`src/cs_pkg.sv`:
```
// Shared types, constants and bit-count helpers for the successor block.
package cs_pkg;

  localparam int VEC_W = 32;
  localparam int CNT_W = 6;
  localparam int MIN_W = 2;
  localparam logic [CNT_W-1:0] RESET_WIDTH = 6'd32;

  typedef logic [VEC_W-1:0] vec_t;
  typedef logic [CNT_W-1:0] cnt_t;

  typedef struct packed {
    vec_t next_value;
    cnt_t next_weight;
    logic weight_increased;
    logic wrapped;
  } succ_t;

  // n low bits set; n of VEC_W or more gives all ones
  function automatic vec_t low_ones(input cnt_t n);
    logic [VEC_W:0] wide;
    wide = ({{VEC_W{1'b0}}, 1'b1} << n) - {{VEC_W{1'b0}}, 1'b1};
    return wide[VEC_W-1:0];
  endfunction

  function automatic cnt_t popcount(input vec_t x);
    cnt_t c;
    c = '0;
    for (int i = 0; i < VEC_W; i++) begin
      c = c + cnt_t'(x[i]);
    end
    return c;
  endfunction

endpackage

```
`src/cs_vec_if.sv`:
```
// Handshake channel carrying one input bit vector per beat.
interface cs_vec_if;
  logic           valid;
  logic           ready;
  cs_pkg::vec_t   value;

  modport source (output valid, output value, input ready);
  modport sink   (input valid, input value, output ready);
endinterface

```
`src/cs_succ_if.sv`:
```
// Handshake channel carrying one successor result per beat.
interface cs_succ_if;
  logic           valid;
  logic           ready;
  cs_pkg::vec_t   next_value;
  cs_pkg::cnt_t   next_weight;
  logic           weight_increased;
  logic           wrapped;

  modport source (output valid, output next_value, output next_weight,
                  output weight_increased, output wrapped, input ready);
  modport sink   (input valid, input next_value, input next_weight,
                  input weight_increased, input wrapped, output ready);
endinterface

```
`src/cs_step.sv`:
```
// Combinational successor: moves the lowest movable bit up and repacks the run below it, else grows or wraps.
module cs_step (
  input  cs_pkg::vec_t  v,
  input  cs_pkg::cnt_t  w,
  output cs_pkg::succ_t res
);
  import cs_pkg::*;

  vec_t movable;
  vec_t lsb;
  vec_t run_mask;
  vec_t top_bit;
  vec_t moved;
  vec_t grow;
  cnt_t weight;
  cnt_t run_len;
  logic can_move;
  logic full;

  // a set bit whose upper neighbor is clear; bit w-1 sees a clear bit above
  assign movable  = v & ~(v >> 1);
  assign lsb      = movable & (~movable + VEC_W'(1));
  // bits 0..pos; v holds one contiguous run ending at pos inside it
  assign run_mask = lsb | (lsb - VEC_W'(1));
  assign top_bit  = VEC_W'(1) << (w - CNT_W'(1));
  assign can_move = (movable != '0) && ((lsb & top_bit) == '0);
  assign run_len  = popcount(v & run_mask);
  assign moved    = (v & ~run_mask) | (lsb << 1) | low_ones(run_len - CNT_W'(1));
  assign weight   = popcount(v);
  assign full     = (weight == w);
  assign grow     = low_ones(weight + CNT_W'(1));

  always_comb begin
    if (can_move) begin
      res = '{next_value: moved, next_weight: weight,
              weight_increased: 1'b0, wrapped: 1'b0};
    end else if (full) begin
      res = '{next_value: '0, next_weight: '0,
              weight_increased: 1'b0, wrapped: 1'b1};
    end else begin
      res = '{next_value: grow, next_weight: weight + CNT_W'(1),
              weight_increased: 1'b1, wrapped: 1'b0};
    end
  end

endmodule

```
`src/chord_successor.sv`:
```
// Successor of a bit vector in weight-then-combination order.
//
// vec carries one input vector per beat; succ returns one result beat per
// input beat, in order: the successor vector, its bit count, a flag when
// the count grew and a flag when an all-ones vector wrapped to zero.
// cfg_we/cfg_wdata write width_in_use, the number of low bits in use; it is
// saturated to 2..min(WIDTH,32) and bits above it are ignored. Write it only
// while no beat is in flight.
// A beat goes into the input register, then through the successor logic
// (bit isolate plus two bit counts) into the result register, which drives
// succ. Throughput is one beat per cycle while succ is not stalled.
// When succ is stalled the result register holds and the input register
// still takes one more beat; vec.ready drops only when both are full.
// rst (synchronous) empties both stages and sets width_in_use to 32.
module chord_successor #(
  parameter int WIDTH = 32
) (
  input  logic                clk,
  input  logic                rst,
  input  logic                cfg_we,
  input  cs_pkg::cnt_t        cfg_wdata,
  cs_vec_if.sink              vec,
  cs_succ_if.source           succ
);
  import cs_pkg::*;

  localparam int MAX_W = (WIDTH < VEC_W) ? WIDTH : VEC_W;

  cnt_t  width_in_use;
  cnt_t  eff_w;
  logic  s1_valid;
  vec_t  s1_vec;
  logic  out_valid;
  succ_t out_res;
  succ_t step_res;
  logic  out_take;
  logic  s1_take;

  always_ff @(posedge clk) begin
    if (rst) begin
      width_in_use <= RESET_WIDTH;
    end else if (cfg_we) begin
      width_in_use <= cfg_wdata;
    end
  end

  always_comb begin
    if (width_in_use < CNT_W'(MIN_W)) begin
      eff_w = CNT_W'(MIN_W);
    end else if (width_in_use > CNT_W'(MAX_W)) begin
      eff_w = CNT_W'(MAX_W);
    end else begin
      eff_w = width_in_use;
    end
  end

  assign out_take  = !out_valid || succ.ready;
  assign s1_take   = !s1_valid || out_take;
  assign vec.ready = s1_take;

  always_ff @(posedge clk) begin
    if (rst) begin
      s1_valid  <= 1'b0;
      out_valid <= 1'b0;
    end else begin
      if (s1_take) begin
        s1_valid <= vec.valid;
      end
      if (out_take) begin
        out_valid <= s1_valid;
      end
    end
  end

  always_ff @(posedge clk) begin
    if (s1_take && vec.valid) begin
      s1_vec <= vec.value & low_ones(eff_w);
    end
    if (out_take && s1_valid) begin
      out_res <= step_res;
    end
  end

  cs_step u_step (
    .v   (s1_vec),
    .w   (eff_w),
    .res (step_res)
  );

  assign succ.valid            = out_valid;
  assign succ.next_value       = out_res.next_value;
  assign succ.next_weight      = out_res.next_weight;
  assign succ.weight_increased = out_res.weight_increased;
  assign succ.wrapped          = out_res.wrapped;

  a_reset_empty: assert property (@(posedge clk) $past(rst) |-> !succ.valid)
    else $error("result valid right after reset");

  a_wrap_zero: assert property (@(posedge clk) disable iff (rst)
    succ.valid && succ.wrapped |->
      succ.next_value == '0 && succ.next_weight == '0 && !succ.weight_increased)
    else $error("wrap beat with nonzero payload");

  a_grow_low: assert property (@(posedge clk) disable iff (rst)
    succ.valid && succ.weight_increased |->
      succ.next_value == low_ones(succ.next_weight))
    else $error("grown weight is not the lowest bits set");

  a_weight_match: assert property (@(posedge clk) disable iff (rst)
    succ.valid |-> popcount(succ.next_value) == succ.next_weight)
    else $error("weight does not match vector");

  a_full_stall: assert property (@(posedge clk) disable iff (rst)
    succ.valid && !succ.ready && s1_valid |-> !vec.ready)
    else $error("input taken with both stages full");

  a_flow: assert property (@(posedge clk) disable iff (rst)
    s1_valid && out_take |=> succ.valid)
    else $error("beat lost between stages");

endmodule
```
`src/flat_wrapper.sv`:
```
// flat-port wrapper written by rule: the top's interface ports become plain ports
module chord_successor_flat import cs_pkg::*;
#(
  parameter int WIDTH = 32
)
  (clk, rst, cfg_we, cfg_wdata, vec_valid, vec_value, vec_ready, succ_valid, succ_next_value, succ_next_weight, succ_weight_increased, succ_wrapped, succ_ready);
  cs_vec_if vec_i ();
  cs_succ_if succ_i ();
  input  logic clk;
  input  logic rst;
  input  logic cfg_we;
  input  cs_pkg::cnt_t cfg_wdata;
  input wire logic [$bits(vec_i.valid)-1:0] vec_valid;
  input wire logic [$bits(vec_i.value)-1:0] vec_value;
  output wire logic [$bits(vec_i.ready)-1:0] vec_ready;
  output wire logic [$bits(succ_i.valid)-1:0] succ_valid;
  output wire logic [$bits(succ_i.next_value)-1:0] succ_next_value;
  output wire logic [$bits(succ_i.next_weight)-1:0] succ_next_weight;
  output wire logic [$bits(succ_i.weight_increased)-1:0] succ_weight_increased;
  output wire logic [$bits(succ_i.wrapped)-1:0] succ_wrapped;
  input wire logic [$bits(succ_i.ready)-1:0] succ_ready;
  assign vec_i.valid = vec_valid;
  assign vec_i.value = vec_value;
  assign vec_ready = vec_i.ready;
  assign succ_valid = succ_i.valid;
  assign succ_next_value = succ_i.next_value;
  assign succ_next_weight = succ_i.next_weight;
  assign succ_weight_increased = succ_i.weight_increased;
  assign succ_wrapped = succ_i.wrapped;
  assign succ_i.ready = succ_ready;
  chord_successor #(.WIDTH(WIDTH)) u_core (.clk(clk), .rst(rst), .cfg_we(cfg_we), .cfg_wdata(cfg_wdata), .vec(vec_i), .succ(succ_i));
endmodule
```
`config.mk`:
```
export PLATFORM = sky130hd
export DESIGN_NAME = chord_successor_flat
export DESIGN_NICKNAME = d
export VERILOG_FILES = /design/src/cs_pkg.sv /design/src/cs_vec_if.sv /design/src/cs_succ_if.sv /design/src/cs_step.sv /design/src/chord_successor.sv /design/src/flat_wrapper.sv
export SDC_FILE = /design/constraint.sdc
export NUM_CORES = 1
export LEC_CHECK = 0
export BUFFER_PORTS_ARGS = -buffer_cell sky130_fd_sc_hd__buf_2
export CORE_AREA = 2 2 174 108
export DETAILED_ROUTE_END_ITERATION = 10
export DIE_AREA = 0 0 176 110
export PLACE_DENSITY = 0.72
export SETUP_SLACK_MARGIN = 0.1
export SLEW_MARGIN = 20
export SYNTH_ARGS = -nofsm -noshare
export SYNTH_HDL_FRONTEND = slang
export SYNTH_HIERARCHICAL = 1
export SYNTH_SLANG_ARGS = --single-unit
```
`constraint.sdc`:
```
create_clock -name clk -period 14 [get_ports clk]
set_input_delay 1.4 -clock clk [delete_from_list [all_inputs] [get_ports clk]]
set_output_delay 1.4 -clock clk [all_outputs]
set_load 0.02 [all_outputs]
```
==> summary.txt, run 1 <==
Setup path
  – Crit path kind: reg2reg
  – Crit path launch: u_core/s1_vec[1]
  – Signal arrival time at the worst endpoint: 10.85 ns
  – Most frequent CP cell: fa_1
  – Delay of the slowest critical-path stage: approximately 0.7 ns
  – Req. time, crit path: 14.10 ns
  – CP Capture Point: u_core/succ.next_value[22]
  – R2R Setup Slk: around 3.3 ns
  – Crit-path slowest cell: nor4b_2
  – Peak fanout along the critical path: 17
  – Reg-to-reg endpoint: u_core/succ.next_value[22]
  – CP endpoint kind: flop
  – Setup crit start kind: flop
  – Worst Reg-to-Reg Cells: 32
  – Reg2reg start: u_core/s1_vec[1]

Global route
  – Gr busiest metal: met1
  – Met3 GRT Util: 15.0%
  – Largest net degree at the start of global routing: between 40 and 50
  – Met1 GRT Util: 59.7%
  – Tot GR Track Use: a little under two fifths
  – Overflow after GRT: 0
  – Initial antenna violation count: 2
  – Vias in the first global route: about 8.3k
  – First-pass GRT wire length: 53000 um
  – Routing usage on met2: a little under half

Final layout
  – Antenna cell count: 0
  – Non-Filler Instances: 1416
  – Core Util, Final: 59.2%
  – Nets: 1290
  – Share of layout cells above drive strength 1: 15.9%
  – Area Growth Syn to Fin: 9.87%

Floorplanning
  – Initial core utilization: ~54%
  – Row count: 38
  – Die W: approximately 180 um
  – Height of the die: roughly 110 um
  – Core area: between 15000 and 20000 um2
  – Die ar.: between 15000 and 20000 um2
  – Top-Level Pins: 85

CTS
  – Worst-skew pair later-pin latency: 0.35 ns
  – CTS tree: built
  – Num CTS Buffers: 9
  – Post-CTS Setup Bufs: 0
  – Gates resized, CTS repair: 0
  – Htree depth: 3
  – Clock slew at reported path FFs: around 0.06 ns
  – Clk Tree Root Cell: clkbuf_16
  – CTS Hold Bufs: 0
  – Clock Tree Buf Depth: 2
  – CTS sink cnt: 80

STA
  – Setup-failing EPs final: 0
  – RSZ-0062 raised after global routing: no
  – Max-slew violations: 0
  – Final Critical Period: 10.75 ns
  – Relative slew slack: 21.9%
  – Hold Fails Final Rpt: 0
  – Actual slew at the worst max-slew pin: 1.14 ns
  – TNS Setup: 0 ns
  – Clock Skew: approximately 0.0078 ns
  – Post-route clock period utilization: 76.8%
  – Fmax: 93.0 MHz

Routing
  – Number of iterations in the first detailed-routing pass: 6
  – Post-route DRC: 0
  – DRT iter0 DRCs: ~1.7k
  – WL final: 35500 um
  – Vias per cell: about 6.8
  – Routed WL per cell: 25.1 um
  – Final ANT Viol Nets: 0
  – Via Count: ~9.6k

Placement
  – Placed Cells: 1400
  – Dpl hpwl: 28500 um
  – Placer Congestion: between 1 and 1.5
  – PortBufs: 84

Yosys
  – Fraction of registers with async set/reset: 0%
  – Synth Flop Type: edfxtp_1
  – Yosys top cell by area: edfxtp_1
  – Area contributors post-synth: edfxtp_1, fa_1, nand2_1
  – Post-synthesis register bit count: 80
  – Synthesis warning total: 6
  – Syn Area/Cell: 8.57 um2
  – Sequential area share after synthesis: 24.3%
  – Count of cell types in the netlist: roughly 110
  – Post-Syn Area: 9550 um2
  – Share of the synthesized area in the top cell type: 22.6%
  – Top-count cell post-synth: nand2_1
  – Post-synth top cells: nand2_1, nor2_1, inv_1
  – EDFF count, synth: around 70
  – Mapped Cells: ~1.1k

Worst hold path
  – Worst Hold Class: reg2reg
  – Hold_sp: u_core/s1_valid

Status
  – Status: complete, no violations

Flow run
  – Total of max-cap violations: 0
==> registers in the layout, indices dropped and copies added (netlist names) <==
name / count
u_core/width_in_use: 6
u_core/s1_valid: 1
u_core/s1_vec: 32
u_core/succ.next_weight: 6
u_core/succ.valid: 1
u_core/succ.weight_increased: 1
u_core/succ.next_value: 32
u_core/succ.wrapped: 1
==> worst max-delay path: cells and delay by family, from the launching register on <==
kind / cells / cell delay, ns
adder cells (fa/ha/maj): 10 / 4.69
AND/OR/NAND/NOR: 7 / 2.29
AO/OA/AOI/OAI: 9 / 1.98
XOR/XNOR: 1 / 0.46
flip-flops: 1 / 0.44
buffers and inverters: 4 / 0.37
multiplexers: 1 / 0.25
==> stage by stage <==
step / hold WS, ns / instance area (um2) / worst slack, ns
after CTS: 0.524 / 10500 / 3.47
after global routing: 0.558 / 10500 / 2.70
after detailed placement: 0.514 / 10200 / 3.47
final: 0.532 / 10500 / 3.25
after floorplan: 0.478 / 9550 / 4.85
after global placement: 0.504 / 10200 / 3.75
==> cells in the final DEF (no fill, tap or decap), types with 12 or more instances in the layout <==
master    synthesis  final
buf_4             2     18
o21ai_0          50     50
a31oi_1          15     15
inv_1            87     87
a211oi_1         12     12
and2_1           18     18
nor2_1           96     96
or3_1            13     13
nor3_1           29     29
nand3_1          42     42
ha_1             28     28
o21a_1           17     17
nand2_1         103    103
nand4_1          20     20
xnor2_1          18     17
fa_1             48     48
nor2b_1          33     32
edfxtp_1         72     72
a21oi_1          48     48
nand2b_1         24     24
xor2_1           13     13
mux2i_1          29     29
buf_2            12     84
==> final cells by class <==
cell class | count | area [um2]
inverters | 87 | 327
multi-input cells | 891 | 6660
clock buffers | 11 | 243
flip-flops and latches | 80 | 2320
clock inverters | 5 | 80.1
well taps | 240 | 300
repair buffers | 102 | 556
fillers | 1613 | 7240
==> layer usage <==
layer | up-vias | share of wire [%]
li1 | 4175 | -
met1 | 4581 | 47
met2 | 764 | 35
met3 | 50 | 17
met4 | 2 | 1.5
met5 | - | 0.025
==> kinds of logic (layout without fill, tap and decap cells) <==
logic type,Yosys count,in the layout,synth area share [%]
other cells,1,2,0.0393
compound gates,277,277,21.2
simple gates,456,456,25.6
fa+ha+maj,76,76,13.7
buf+inv,144,205,6.15
xor+xnor,34,34,3.50
mux,46,46,5.40
flops,80,80,24.3
==> worst min path at each step <==
stage / slack [ns] / to / cells past startpoint
2_1_floorplan: 0.48 / u_core/succ.valid / 2
3_5_place_dp: 0.51 / u_core/succ.valid / 2
5_1_grt: 0.56 / u_core/succ.valid / 2
6_report: 0.53 / u_core/succ.valid / 2
3_3_place_gp: 0.50 / u_core/succ.valid / 2
4_1_cts: 0.52 / u_core/succ.valid / 2
Power of run 1 is not shown: default switching activity piles up to over one toggle a cycle in this logic, so the estimate is an artifact.
==> run 2, diff against run 1 <==
--- a/config.mk
+++ b/config.mk
@@ -5,11 +5,12 @@
 export SDC_FILE = /design/constraint.sdc
 export NUM_CORES = 1
 export LEC_CHECK = 0
+export ABC_AREA = 1
 export BUFFER_PORTS_ARGS = -buffer_cell sky130_fd_sc_hd__buf_2
-export CORE_AREA = 2 2 174 108
+export CORE_AREA = 2 2 186 115
 export DETAILED_ROUTE_END_ITERATION = 10
-export DIE_AREA = 0 0 176 110
-export PLACE_DENSITY = 0.72
+export DIE_AREA = 0 0 188 117
+export PLACE_DENSITY = 0.75
 export SETUP_SLACK_MARGIN = 0.1
 export SLEW_MARGIN = 20
 export SYNTH_ARGS = -nofsm -noshare
==> constraint.sdc (replaced) <==
create_clock -name clk -period 8.7 [get_ports clk]
set_input_delay 0.87 -clock clk [delete_from_list [all_inputs] [get_ports clk]]
set_output_delay 0.87 -clock clk [all_outputs]
set_load 0.02 [all_outputs]
==> run 2 against run 1 <==
  * Routed wire length grew 28%
  * Via count grew 34%
  * Count of clock-buffer cells in the layout shrank 1
  * Critical path type unchanged
==> summary.txt, run 2 <==
CTS
  – CTS tree: built (unchanged)
  – CTS sink cnt: 80 (unchanged)
  – Clock slew at reported path FFs: 0.07 ns (was 0.06 ns)
  – Worst-skew pair later-pin latency: 0.37 ns (was 0.35 ns)
  – Num CTS Buffers: 9 (unchanged)
  – Htree depth: 3 (unchanged)
  – Clock Tree Buf Depth: 2 (unchanged)
  – Clk Tree Root Cell: clkbuf_16 (unchanged)

Yosys
  – Post-synthesis register bit count: 80 (unchanged)
  – Area contributors post-synth: edfxtp_1, nand2_1, nor2_1 (was edfxtp_1, fa_1, nand2_1)
  – Top-count cell post-synth: nand2_1 (unchanged)
  – EDFF count, synth: 72 (unchanged)
  – Count of cell types in the netlist: 51 (was 107)
  – Syn Area/Cell: 6.20 um2 (was 8.57 um2)
  – Post-synth top cells: nand2_1, nor2_1, inv_1 (unchanged)
  – Synthesis warning total: 6 (unchanged)
  – Share of the synthesized area in the top cell type: 19.6% (was 22.6%)
  – Yosys top cell by area: edfxtp_1 (unchanged)
  – Mapped Cells: 1779 (was 1114)
  – Synth Flop Type: edfxtp_1 (unchanged)
  – Fraction of registers with async set/reset: 0% (unchanged)
  – Sequential area share after synthesis: 21.0% (was 24.3%)
  – Post-Syn Area: 11000 um2 (was 9550 um2)

Routing
  – DRT iter0 DRCs: 2137 (was 1746)
  – WL final: 45300 um (was 35500 um)
  – Number of iterations in the first detailed-routing pass: 7 (was 6)
  – Vias per cell: 5.96 (was 6.76)
  – Final ANT Viol Nets: 0 (unchanged)
  – Routed WL per cell: 21.0 um (was 25.1 um)
  – Post-route DRC: 0 (unchanged)
  – Via Count: 12.9k (was 9572)

Floorplanning
  – Die ar.: 22000 um2 (was 19400 um2)
  – Die W: 188 um (was 176 um)
  – Height of the die: 117 um (was 110 um)
  – Core area: 20500 um2 (was 17700 um2)
  – Row count: 41 (was 38)
  – Initial core utilization: 53.9% (was 53.8%)
  – Top-Level Pins: 85 (unchanged)

Placement
  – Placed Cells: 2134 (was 1400)
  – Placer Congestion: 1.09 (was 1.05)
  – Pre-CTS setup slack: 0.0725 ns (was 3.47 ns)
  – PortBufs: 84 (unchanged)
  – Area after DPL: 11800 um2 (was 10200 um2)
  – Dpl hpwl: 37700 um (was 28500 um)

Flow run
  – Total of max-cap violations: 0 (unchanged)

STA
  – Clock Skew: 0.00956 ns (was 0.00775 ns)
  – Fmax: 121 MHz (was 93.0 MHz)
  – Final worst slack: 0.419 ns (was 3.25 ns)
  – Post-route clock period utilization: 95.2% (was 76.8%)
  – Final Critical Period: 8.28 ns (was 10.75 ns)
  – TNS Setup: 0 ns (unchanged)
  – Setup-failing EPs final: 0 (unchanged)
  – Hold Fails Final Rpt: 0 (unchanged)
  – RSZ-0062 raised after global routing: no (unchanged)
  – Max-slew violations: 0 (unchanged)
  – Actual slew at the worst max-slew pin: 0.807 ns (was 1.14 ns)
  – Relative slew slack: 46.1% (was 21.9%)

Setup path
  – Setup crit start kind: flop (unchanged)
  – Crit-path slowest cell: fa_1 (was nor4b_2)
  – CP endpoint kind: flop (unchanged)
  – Delay of the slowest critical-path stage: 0.56 ns (was 0.68 ns)
  – Crit path kind: reg2reg (unchanged)
  – Peak fanout along the critical path: 6 (was 17)
  – Signal arrival time at the worst endpoint: 8.40 ns (was 10.85 ns)
  – Most frequent CP cell: nand2_1 (was fa_1)
  – Req. time, crit path: 8.81 ns (was 14.10 ns)

Global route
  – Overflow after GRT: 0 (unchanged)
  – Tot GR Track Use: 41.6% (was 37.2%)
  – Initial antenna violation count: 0 (was 2)
  – Largest net degree at the start of global routing: 41 (unchanged)
  – Vias in the first global route: 11.3k (was 8326)
  – First-pass GRT wire length: 67300 um (was 53000 um)

Final layout
  – Share of layout cells above drive strength 1: 15.1% (was 15.9%)
  – Non-Filler Instances: 2161 (was 1416)
  – FILL cells: 1984 (was 1613)
  – Nets: 1996 (was 1290)
  – Commonest cells after routing, fill and taps aside: nand2_1, nor2_1, inv_1 (unchanged)
  – Antenna cell count: 0 (unchanged)
  – Fin area: 12300 um2 (was 10500 um2)
  – Area Growth Syn to Fin: 11.7% (was 9.87%)
  – Commonest non-fill, non-tap cell in the layout: nand2_1 (unchanged)

Status
  – Status: complete, no violations (unchanged)

Worst hold path
  – Worst Hold Class: reg2reg (unchanged)
==> run 2: cell count changes in the layout (fill, tap and decap cells not counted), moves of 29 or more <==
cell / delta
nand2_1: +399
nor2_1: +172
inv_1: +156
nand3_1: +149
nor2_2: +35
nand4_1: +34
nor2b_1: -32
mux2i_1: -29
==> run 2: timing repair <==
action                     in CTS  in global routing
hold buffers                    0                  0
pin swaps                       0                 10
setup endpoints to repair       6                 29
setup buffers                   0                 11
resized for setup               4                 52
cloned                          0                  0
==> run 2: cell type report <==
| cell class | instances | area, um2 | area share [%] |
|---|---|---|---|
| Inverter | 272 | 1030 | 8.35 |
| Clock inverter | 6 | 60.1 | 0.487 |
| Multi-Input combinational cell | 1395 | 7650 | 62.1 |
| Tap cell | 279 | 349 | 2.83 |
| Timing Repair Buffer | 119 | 683 | 5.54 |
| Sequential cell | 80 | 2320 | 18.8 |
| Clock buffer | 10 | 229 | 1.86 |
==> run 2: logic make-up after synthesis <==
group,synth area share (%)
adders and majority gates,11.9
AOI/OAI and AO/OA,7.01
DFF,21.0
buffers and inverters,11.4
and+or+nand+nor,47.8
other,0.0340
xor gates and xnor gates,0.873
==> run 2: final timing paths <==
check / startpoint / to / slack (ns) / depth (start not counted)
setup reg to reg: u_core/s1_vec[0] / u_core/succ.next_value[18] / 0.42 / 39
setup / recovery: u_core/s1_vec[0] / u_core/succ.next_value[18] / 0.42 / 39
hold / removal: u_core/succ.valid / u_core/succ.valid / 0.53 / 2
hold reg to reg: u_core/succ.valid / u_core/succ.valid / 0.53 / 2
==> run 2: worst max-delay path: cells and delay by family (launching register included) <==
kind,cells,cell delay [ns]
AND/OR/NAND/NOR,22,2.64
flip-flops,1,0.49
adder cells (fa/ha/maj),10,4.27
AO/OA/AOI/OAI,1,0.17
buffers and inverters,6,0.45
==> run 2: metrics by stage <==
step           util (%)  hold WS, ns
3_3_place_gp       57.5        0.510
4_1_cts            59.0        0.541
2_1_floorplan         -        0.445
5_1_grt            60.2        0.567
3_5_place_dp       57.5        0.532
6_report           60.2        0.534
==> run 2: metal layers <==
| metal | wire length, um | GRT usage [%] | up-vias |
|---|---|---|---|
| met1 | 20100 | 60.9 | 5894 |
| met5 | 138 | 3.21 | - |
| met2 | 15900 | 51.1 | 978 |
| met3 | 8370 | 22.7 | 78 |
| met4 | 824 | 9.76 | 4 |
| li1 | - | - | 5919 |
Power of run 2 is left out for the same reason.
